## config.mk

```make
export PLATFORM = sky130hd
export DESIGN_NAME = windowed_message_flow_control_core
export DESIGN_NICKNAME = d
export VERILOG_FILES = /design/src/rtl/core/wmfc_pkg.sv /design/src/rtl/core/wmfc_in_stage.sv /design/src/rtl/core/wmfc_engine.sv /design/src/rtl/core/wmfc_out_stage.sv /design/src/rtl/core/windowed_message_flow_control_core.sv
export VERILOG_INCLUDE_DIRS = /design/src /design/src/rtl/core
export SDC_FILE = /design/constraint.sdc
export NUM_CORES = 1
export LEC_CHECK = 0
export BUFFER_PORTS_ARGS = -buffer_cell sky130_fd_sc_hd__buf_2
export CAP_MARGIN = 20
export CORE_MARGIN = 10
export CORE_UTILIZATION = 45
export CTS_BUF_LIST = sky130_fd_sc_hd__clkbuf_4 sky130_fd_sc_hd__clkbuf_8
export CTS_CLUSTER_DIAMETER = 80
export CTS_CLUSTER_SIZE = 16
export DETAILED_ROUTE_END_ITERATION = 12
export GPL_ROUTABILITY_DRIVEN = 1
export PLACE_DENSITY = 0.62
export RECOVER_POWER = 25
export SYNTH_ARGS = -nofsm -noshare
export SYNTH_HDL_FRONTEND = slang
export SYNTH_SLANG_ARGS = --single-unit
```

## constraint.sdc

```tcl
create_clock -name clk -period 17.9 [get_ports clk]
set_input_delay 4.475 -clock clk [delete_from_list [all_inputs] [get_ports clk]]
set_output_delay 4.475 -clock clk [all_outputs]
set_load 0.01 [all_outputs]
```

## src/rtl/core/windowed_message_flow_control_core_macros.svh

```systemverilog
// ---------------------------------------------------------------------------
// Assertion macros for the windowed message flow control core
// ---------------------------------------------------------------------------
`ifndef WINDOWED_MESSAGE_FLOW_CONTROL_CORE_MACROS_SVH
`define WINDOWED_MESSAGE_FLOW_CONTROL_CORE_MACROS_SVH

// Check cons in the same cycle as ante.
`define WMFC_ASSERT_NOW(lbl, ante, cons, msg) \
    lbl: assert property (@(posedge clk) disable iff (!rst_n) (ante) |-> (cons)) \
        else $error(msg);

// Check cons in the cycle after ante.
`define WMFC_ASSERT_NEXT(lbl, ante, cons, msg) \
    lbl: assert property (@(posedge clk) disable iff (!rst_n) (ante) |=> (cons)) \
        else $error(msg);

`endif

```

## src/rtl/core/wmfc_pkg.sv

```systemverilog
// ---------------------------------------------------------------------------
// wmfc_pkg
// Types and codes shared by the windowed message flow control core.
// ---------------------------------------------------------------------------
package wmfc_pkg;

    localparam int WINDOW_WIDTH = 16;

    localparam logic [2:0] OP_START     = 3'd0;
    localparam logic [2:0] OP_REQ_SEND  = 3'd1;
    localparam logic [2:0] OP_GOT_INIT  = 3'd2;
    localparam logic [2:0] OP_GOT_RESP  = 3'd3;
    localparam logic [2:0] OP_GOT_REL   = 3'd4;
    localparam logic [2:0] OP_GOT_MSG   = 3'd5;
    localparam logic [2:0] OP_SEND_DONE = 3'd6;

    localparam logic [1:0] ACT_NONE  = 2'd0;
    localparam logic [1:0] ACT_INIT  = 2'd1;
    localparam logic [1:0] ACT_RESP  = 2'd2;
    localparam logic [1:0] ACT_GRANT = 2'd3;

    localparam logic [1:0] PH_SEND_INIT = 2'd0;
    localparam logic [1:0] PH_SEND_RESP = 2'd1;
    localparam logic [1:0] PH_OPER      = 2'd2;
    localparam logic [1:0] PH_SEND_MSG  = 2'd3;

    localparam logic [15:0] RX_CAP_RESET = 16'd1024;
    localparam logic [15:0] HDR_BYTES    = 16'd2;

    typedef logic [WINDOW_WIDTH-1:0] window_t;

    typedef struct packed {
        logic [2:0]  operation;
        logic [15:0] value;
        logic        consumed;
    } item_t;

    typedef struct packed {
        logic [1:0]  action;
        logic [15:0] advertised_window;
        logic [15:0] grant_size;
        logic [1:0]  phase;
        logic [15:0] peer_credit;
        logic        ignored;
        logic        rx_overflow;
    } result_t;

endpackage

```

## src/rtl/core/wmfc_in_stage.sv

```systemverilog
// ---------------------------------------------------------------------------
// wmfc_in_stage
// Input register: captures one word and holds it until the engine takes it.
// ---------------------------------------------------------------------------
module wmfc_in_stage
    import wmfc_pkg::*;
(
    input  logic  clk,
    input  logic  rst_n,
    input  logic  in_valid,
    output logic  in_ready,
    input  item_t in_item,
    input  logic  advance,
    output logic  item_valid,
    output item_t item
);

    logic  valid_reg;
    logic  valid_next;
    item_t item_reg;

    assign in_ready   = !valid_reg || advance;
    assign valid_next = (in_valid && in_ready) ? 1'b1 : (advance ? 1'b0 : valid_reg);

    always_ff @(posedge clk or negedge rst_n)
    begin
        if (!rst_n)
        begin
            valid_reg <= 1'b0;
        end
        else
        begin
            valid_reg <= valid_next;
        end
    end

    always_ff @(posedge clk)
    begin
        if (in_valid && in_ready)
        begin
            item_reg <= in_item;
        end
    end

    assign item_valid = valid_reg;
    assign item       = item_reg;

endmodule

```

## src/rtl/core/wmfc_engine.sv

```systemverilog
// ---------------------------------------------------------------------------
// wmfc_engine
// Link state, receive capacity register and the per-word update logic.
// ---------------------------------------------------------------------------
`include "windowed_message_flow_control_core_macros.svh"

module wmfc_engine
    import wmfc_pkg::*;
(
    input  logic        clk,
    input  logic        rst_n,
    input  logic        cfg_wen,
    input  logic [15:0] cfg_wdata,
    input  logic        fire,
    input  item_t       item,
    output result_t     res
);

    logic [1:0]  phase_reg,   phase_next;
    window_t     peer_reg,    peer_next;
    logic        pend_reg,    pend_next;
    logic [15:0] pend_sz_reg, pend_sz_next;
    logic        owed_reg,    owed_next;
    logic [15:0] occ_reg,     occ_next;
    logic [15:0] cap_reg;

    logic        do_np;
    logic [16:0] cons_cost;
    logic [17:0] msg_fill;
    window_t     send_cost;
    window_t     pend_cost;

    assign cons_cost = {1'b0, item.value} + {1'b0, HDR_BYTES};
    assign msg_fill  = {2'b00, occ_reg} + {2'b00, item.value} + {2'b00, HDR_BYTES};
    assign send_cost = window_t'(item.value) + window_t'(HDR_BYTES);

    always_comb
    begin
        phase_next   = phase_reg;
        peer_next    = peer_reg;
        pend_next    = pend_reg;
        pend_sz_next = pend_sz_reg;
        owed_next    = owed_reg;
        occ_next     = occ_reg;
        do_np        = 1'b0;
        res          = '0;

        if (item.consumed)
        begin
            occ_next = ({1'b0, occ_reg} > cons_cost) ?
                       occ_reg - cons_cost[15:0] : 16'd0;
        end
        else
        begin
            case (item.operation)
                OP_START:
                begin
                    phase_next   = PH_SEND_INIT;
                    peer_next    = '0;
                    pend_next    = 1'b0;
                    pend_sz_next = '0;
                    owed_next    = 1'b0;
                    occ_next     = '0;
                    res.action   = ACT_INIT;
                    res.advertised_window = cap_reg;
                end
                OP_REQ_SEND:
                begin
                    pend_next    = 1'b1;
                    pend_sz_next = item.value;
                    do_np        = (phase_reg == PH_OPER);
                end
                OP_GOT_INIT:
                begin
                    if (phase_reg != PH_SEND_MSG)
                    begin
                        peer_next = window_t'(item.value);
                    end
                    owed_next = 1'b1;
                    do_np     = (phase_reg == PH_OPER);
                end
                OP_GOT_RESP:
                begin
                    if (phase_reg == PH_SEND_INIT)
                    begin
                        res.ignored = 1'b1;
                    end
                    else
                    begin
                        peer_next = window_t'(item.value);
                        do_np     = (phase_reg == PH_OPER);
                    end
                end
                OP_GOT_REL:
                begin
                    if (phase_reg == PH_SEND_INIT || phase_reg == PH_SEND_RESP)
                    begin
                        res.ignored = 1'b1;
                    end
                    else
                    begin
                        peer_next = peer_reg + window_t'(item.value);
                        do_np     = (phase_reg == PH_OPER);
                    end
                end
                OP_GOT_MSG:
                begin
                    if (phase_reg == PH_SEND_INIT)
                    begin
                        res.ignored = 1'b1;
                    end
                    else if (msg_fill > {2'b00, cap_reg})
                    begin
                        occ_next        = cap_reg;
                        res.rx_overflow = 1'b1;
                    end
                    else
                    begin
                        occ_next = msg_fill[15:0];
                    end
                end
                OP_SEND_DONE:
                begin
                    if (phase_reg == PH_OPER)
                    begin
                        res.ignored = 1'b1;
                    end
                    else
                    begin
                        if (phase_reg == PH_SEND_MSG)
                        begin
                            peer_next = peer_reg - send_cost;
                        end
                        do_np = 1'b1;
                    end
                end
                default:
                begin
                    res.ignored = 1'b1;
                end
            endcase
        end

        // pick the next phase from the updated state
        pend_cost = window_t'(pend_sz_next) + window_t'(HDR_BYTES);
        if (do_np)
        begin
            if (owed_next)
            begin
                phase_next            = PH_SEND_RESP;
                res.action            = ACT_RESP;
                res.advertised_window = (cap_reg > occ_next) ? cap_reg - occ_next : 16'd0;
            end
            else if (pend_next && (pend_cost <= peer_next))
            begin
                phase_next     = PH_SEND_MSG;
                res.action     = ACT_GRANT;
                res.grant_size = pend_sz_next;
                pend_next      = 1'b0;
                pend_sz_next   = '0;
            end
            else
            begin
                phase_next = PH_OPER;
            end
            owed_next = 1'b0;
        end

        res.phase       = phase_next;
        res.peer_credit = 16'(peer_next);
    end

    always_ff @(posedge clk or negedge rst_n)
    begin
        if (!rst_n)
        begin
            phase_reg   <= PH_SEND_INIT;
            peer_reg    <= '0;
            pend_reg    <= 1'b0;
            pend_sz_reg <= '0;
            owed_reg    <= 1'b0;
            occ_reg     <= '0;
            cap_reg     <= RX_CAP_RESET;
        end
        else
        begin
            if (cfg_wen)
            begin
                cap_reg <= cfg_wdata;
            end
            if (fire)
            begin
                phase_reg   <= phase_next;
                peer_reg    <= peer_next;
                pend_reg    <= pend_next;
                pend_sz_reg <= pend_sz_next;
                owed_reg    <= owed_next;
                occ_reg     <= occ_next;
            end
        end
    end

    `WMFC_ASSERT_NEXT(a_grant_enters_send, fire && res.action == ACT_GRANT, phase_reg == PH_SEND_MSG && !pend_reg, "grant did not enter send phase")
    `WMFC_ASSERT_NEXT(a_start_clears, fire && res.action == ACT_INIT, peer_reg == '0 && occ_reg == 16'd0 && !owed_reg, "start left state behind")
    `WMFC_ASSERT_NEXT(a_consume_keeps_phase, fire && item.consumed, phase_reg == $past(phase_reg) && peer_reg == $past(peer_reg), "consumption changed link state")
    `WMFC_ASSERT_NOW(a_overflow_saturates, fire && res.rx_overflow, occ_next == cap_reg, "overflow did not saturate occupancy")

endmodule

```

## src/rtl/core/wmfc_out_stage.sv

```systemverilog
// ---------------------------------------------------------------------------
// wmfc_out_stage
// Result register: holds one result word until the sink takes it.
// ---------------------------------------------------------------------------
module wmfc_out_stage
    import wmfc_pkg::*;
(
    input  logic    clk,
    input  logic    rst_n,
    input  logic    item_valid,
    input  result_t res,
    output logic    advance,
    output logic    out_valid,
    input  logic    out_ready,
    output result_t out_res
);

    logic    valid_reg;
    logic    valid_next;
    result_t res_reg;

    // take a new result when empty or when the held one leaves now
    assign advance    = item_valid && (!valid_reg || out_ready);
    assign valid_next = advance ? 1'b1 : (out_ready ? 1'b0 : valid_reg);

    always_ff @(posedge clk or negedge rst_n)
    begin
        if (!rst_n)
        begin
            valid_reg <= 1'b0;
        end
        else
        begin
            valid_reg <= valid_next;
        end
    end

    always_ff @(posedge clk)
    begin
        if (advance)
        begin
            res_reg <= res;
        end
    end

    assign out_valid = valid_reg;
    assign out_res   = res_reg;

endmodule

```

## src/rtl/core/windowed_message_flow_control_core.sv

```systemverilog
// ---------------------------------------------------------------------------
// windowed_message_flow_control_core
// Credit-window link controller: phases, peer credit and receive occupancy.
// ---------------------------------------------------------------------------
//  channel  | handshake            | payload
//  ---------+----------------------+----------------------------------------
//  input    | in_valid / in_ready  | operation, value, consumed
//  result   | out_valid / out_ready| action, advertised_window, grant_size,
//           |                      | phase, peer_credit, ignored, rx_overflow
//  config   | cfg_wen              | cfg_wdata (rx_capacity)
//
//  One word per cycle sustained while out_ready is high; an accepted word
//  passes from the input register through the update logic into the
//  result register. Link state updates as the word enters the result register.
//  Reset clears all state and sets rx_capacity to 1024.
//  A stalled result holds the input register, and in_ready drops once it is full.
// ---------------------------------------------------------------------------
module windowed_message_flow_control_core
    import wmfc_pkg::*;
(
    input  logic        clk,
    input  logic        rst_n,
    input  logic        cfg_wen,
    input  logic [15:0] cfg_wdata,
    input  logic        in_valid,
    output logic        in_ready,
    input  logic [2:0]  operation,
    input  logic [15:0] value,
    input  logic        consumed,
    output logic        out_valid,
    input  logic        out_ready,
    output logic [1:0]  action,
    output logic [15:0] advertised_window,
    output logic [15:0] grant_size,
    output logic [1:0]  phase,
    output logic [15:0] peer_credit,
    output logic        ignored,
    output logic        rx_overflow
);

    item_t   in_item;
    item_t   item;
    logic    item_valid;
    logic    advance;
    result_t res;
    result_t out_res;

    assign in_item.operation = operation;
    assign in_item.value     = value;
    assign in_item.consumed  = consumed;

    wmfc_in_stage u_in_stage (
        .clk        (clk),
        .rst_n      (rst_n),
        .in_valid   (in_valid),
        .in_ready   (in_ready),
        .in_item    (in_item),
        .advance    (advance),
        .item_valid (item_valid),
        .item       (item)
    );

    wmfc_engine u_engine (
        .clk       (clk),
        .rst_n     (rst_n),
        .cfg_wen   (cfg_wen),
        .cfg_wdata (cfg_wdata),
        .fire      (advance),
        .item      (item),
        .res       (res)
    );

    wmfc_out_stage u_out_stage (
        .clk        (clk),
        .rst_n      (rst_n),
        .item_valid (item_valid),
        .res        (res),
        .advance    (advance),
        .out_valid  (out_valid),
        .out_ready  (out_ready),
        .out_res    (out_res)
    );

    assign action            = out_res.action;
    assign advertised_window = out_res.advertised_window;
    assign grant_size        = out_res.grant_size;
    assign phase             = out_res.phase;
    assign peer_credit       = out_res.peer_credit;
    assign ignored           = out_res.ignored;
    assign rx_overflow       = out_res.rx_overflow;

endmodule
```

## After elaboration in Yosys (flattened, before gate mapping)

Cells that the tools add are included.

- Output and inout bits: 56
- Bits of input ports: 41
- Bits in writable memories: 0
- Memory bits (read-only): 0
- Bits in latches: 0
- Memories: 0
- Logic and storage cells: 115
- Register bits: 144

- Reductions and logical operators: 17
- Add/subtract/negate cells: 9
- Bitwise logic cells: 3
- Multiply operators: 0
- Mux-type cells: 53
- Divide/modulo/power cells: 0
- Magnitude comparators: 4
- Shifts and indexed selects: 0
- Equality and inequality tests: 10

Operators with widths:

| cell | count |
|---|---|
| $mux W16 | 18 |
| $pmux W16 S5 | 1 |
| $pmux W16 S2 | 2 |
| $sub A16 B16 Y16 | 3 |
| $mux W34 | 1 |
| $add A16 B2 Y16 const B | 2 |
| $mux W1 | 19 |
| $add A18 B2 Y18 const B | 1 |
| $gt A18 B16 Y1 | 1 |
| $mux W18 | 1 |
| $add A16 B16 Y17 | 1 |
| $add A16 B2 Y17 const B | 1 |
| $gt A16 B17 Y1 | 1 |
| $mux W17 | 1 |
| $add A16 B16 Y16 | 1 |
| $gt A16 B16 Y1 | 1 |
| $le A16 B16 Y1 | 1 |
| $mux W2 | 6 |
| $eq A3 B3 Y1 const B | 3 |
| $reduce_or A3 Y1 | 3 |
| $pmux W1 S4 | 2 |
| $eq A3 B2 Y1 const B | 2 |
| $eq A2 B2 Y1 const B | 2 |
| $pmux W1 S2 | 2 |
| 11 further kinds | 20 |

## Depth between registers and ports, before layout

- Word-level depth: 11
- Depth in mapped cells: 43
- Gate-level depth less buffers: 41

## Hierarchy

A second synthesis with hierarchy kept.

- Cells, all modules: 1,452
- Area, all modules: 12,465.7 um^2

By module, submodules not included:

| module | times used | cells each | sequential area each (um^2) | area an instance (um^2) |
|---|---|---|---|---|
| wmfc_engine | 1 | 1,370 | 1,702.9 | 10,146.0 |
| wmfc_out_stage | 1 | 58 | 1,646.6 | 1,665.3 |
| wmfc_in_stage | 1 | 24 | 625.6 | 654.4 |

## Worst setup path after synthesis

No wires, ideal clock.

- Path kind: in2out
- Start point: input out_ready
- End point: output in_ready
- Slack: 8,741 ps
- Stages: 1
- Data arrival time: 4,684 ps
- Buffers on the path: 0
- Data required time: 13,425 ps
- Cells stage by stage: nand3b_1

- Cells in the longest elaborated chain, start to end: 3

RTL lines:

| item | RTL line | text |
|---|---|---|
| start: declaration | windowed_message_flow_control_core.sv:31 | `input logic out_ready,` |
| $logic_or A1 B1 Y1 | wmfc_out_stage.sv:23 | `assign advance = item_valid && (!valid_reg \|\| out_ready);` |
| $logic_and A1 B1 Y1 | wmfc_out_stage.sv:23 |  |
| $logic_or A1 B1 Y1 | wmfc_in_stage.sv:22 | `assign in_ready = !valid_reg \|\| advance;` |
| end: declaration | windowed_message_flow_control_core.sv:26 | `output logic in_ready,` |

No other way between the ends.

## Worst setup path in the final report

Ends and elaborated chain as after synthesis.

==> qor.yml <==
clock_skew_ns: 0.0209
area_growth_pct: 9.92
numClockSinks: 144
first_iter_violations: 695
antenna_cells: 0
p_leak_nw: 5.87
r2r_setup_slack_ns: 8.67
r2r_start: "u_in_stage.item[2]"
r2r-end: "u_out_stage.out_res[40]"
nFillCells: 2572
fp.dieW_um: 185
holdCritPathClass: "flop to flop"
power_mw: 1.43
place_ws_ns: 8.52
synthFlopType: "edfxtp_1"
path_class: "primary input to output pin"
globalplace.congestion: 0.924
drv_slew: 71
finalCritPeriodShare: 0.524
grt_max_degree: 92
whs_ns: 0.486
finalSetupTns_ns: 0
clk_latency_ns: 0.48
finalWirelength_um: 36600
worstSetupStartpointType: "primary input"
yosysTopAreaCellShare: 0.182
final_nets: 1675
port_buffers: 96
via_per_inst: 5.79
largest_register_ffs: 54
synth_most_common_cell: "nand2_1"
start_util: 0.455
ys_types: 90
vias: 10780
maxCapViolations: 1
crit_arrival_ns: 4.91
end_kind: "output pin"
dp.final_hpwl_um: 27700
row_count: 60
vdd_drop_max_uv: 38.3
syn-cell-area_um2: 12200
worst_slew_pin_slew_ns: 4.26
syn_area_per_cell_um2: 8.52
design.core.area_um2: 26800
grtUsageTotal: 0.214
yosys_warnings: 0
post_cts_buffers: 0
synth_fp_nets: 1600
cts_tree: "yes"
min_path_cells: 2
die_area_um2: 34100
cts_buffers: 17
path_clk_slew_ns: 0.08
rr_worst_depth: 38
fin_ws_ns: 8.51
rsz0062_at_grt: "no"
grt_pass1_vias: 10547
grt_antenna_before_repair: 0
post_cts_resized: 0
synth_seq_cells: 144
fin_util: 0.501
netlist_instances: 1433
synth_common_cells: "140 x nand2_1, 123 x a21oi_1, 121 x ha_1"
cts_max_level: 4
maxSlewHeadroom: -1.84
min_to: "u_engine.pend_sz_reg[8]"
ys_seq_area_frac: 0.326
outcome: "finished, violations left"
grt_pass1_wl_um: 57400
finalSetupViolCount: 0
grt_overflow: 0
drtPass1Iterations: 5
final_hold_viol_count: 0
die_h_um: 185
drc_errors: 0
ant_nets: 0
synth_area_leaders: "edfxtp_1 18%, dfrtp_1 14%, ha_1 12%"
synth_edf_count: 74
cts_buffer_depth: 2
async_flop_share: 0.486
avgRoutedWirePerCell_um: 19.7
critPathMaxFanout: 3
clock.fmax_mhz: 107
required_ns: 13.43
yosysTopAreaCell: "edfxtp_1"
cts_hold_buf: 0
p_per_area_nw_per_um2: 107
pin_count: 97
cts_root_buf: "clkbuf_8"
drive_gt1_frac: 0.107
min-delay-start: "u_engine.pend_sz_reg[8]"
period_needed_ns: 9.39
violations: "capacitance limit, slew limit"
[layout make-up]
cell class                 count  area (um^2)  share of cell area
tap                          341          427              0.0318
clock inverter                13          160              0.0119
clock buffer                  19          249              0.0186
timing repair buffer         108          581              0.0433
sequential                   144         3980               0.296
inverter                     119          447              0.0333
multi-input combinational   1118         7580               0.565
[logic make-up after synthesis]
group	synth area share
AO/OA/AOI/OAI	0.230
XOR/XNOR	0.0718
adder cells (fa/ha/maj)	0.135
buffers and inverters	0.0536
flip-flops	0.326
multiplexers	0.0111
AND/OR/NAND/NOR	0.174
[power breakdown]
part           total [mW]  switching [mW]  internal [mW]
registers           0.462          0.0576          0.405
logic               0.693           0.410          0.283
clock network       0.278           0.137          0.141
total                1.43           0.605          0.828
[critical path: stages]
cell      delay (ns)
buf_2           0.10
nand3b_1        0.18
buf_2           0.16
[worst max-delay path by stage]
stage | from | endpoint | slack (ns) | cells past startpoint
6_report | out_ready | in_ready | 8.51 | 3
5_1_grt | u_in_stage.item[2] | u_out_stage.out_res[41] | 7.93 | 38
4_1_cts | out_ready | in_ready | 8.51 | 3
3_5_place_dp | out_ready | in_ready | 8.52 | 3
3_3_place_gp | out_ready | in_ready | 8.53 | 3
2_1_floorplan | out_ready | in_ready | 8.74 | 1
[layer usage]
layer  global-route usage  vias to the layer above  part of all wire
met5                    0                        -                 0
met4               0.0914                        0             0.035
li1                     -                     5298                 -
met1                0.257                     5173              0.43
met2                0.376                      246              0.50
met3               0.0289                       63             0.038
[per-stage QoR]
step / instance area [um^2] / std cells
finish: 13400 / 1862
global route: 13400 / 1862
CTS: 13400 / 1860
detailed placement: 13000 / 1828
global placement: 13000 / 1828
floorplan: 12200 / 1433
[layout by cell type (no fill, tap or decap), types with 6 or more instances in the layout]
master	n
a21o_1	29
a21oi_1	123
a221oi_1	6
a22oi_1	17
a31oi_1	14
and3_1	22
and4_1	6
buf_2	88
buf_4	11
clkbuf_1	8
clkbuf_8	17
dfrtp_1	69
edfxtp_1	74
ha_1	121
inv_1	117
mux2i_1	9
nand2_1	139
nand2b_1	29
nand3_1	19
nand4_1	16
nor2_1	116
nor2b_1	18
nor3_1	23
nor4_1	8
o211ai_1	10
o21a_1	19
o21ai_0	99
o21ai_1	16
o21bai_1	16
o22ai_1	12
o31ai_1	20
or3_1	14
xnor2_1	68
xor2_1	32
Power figures use the tool's default switching activity.
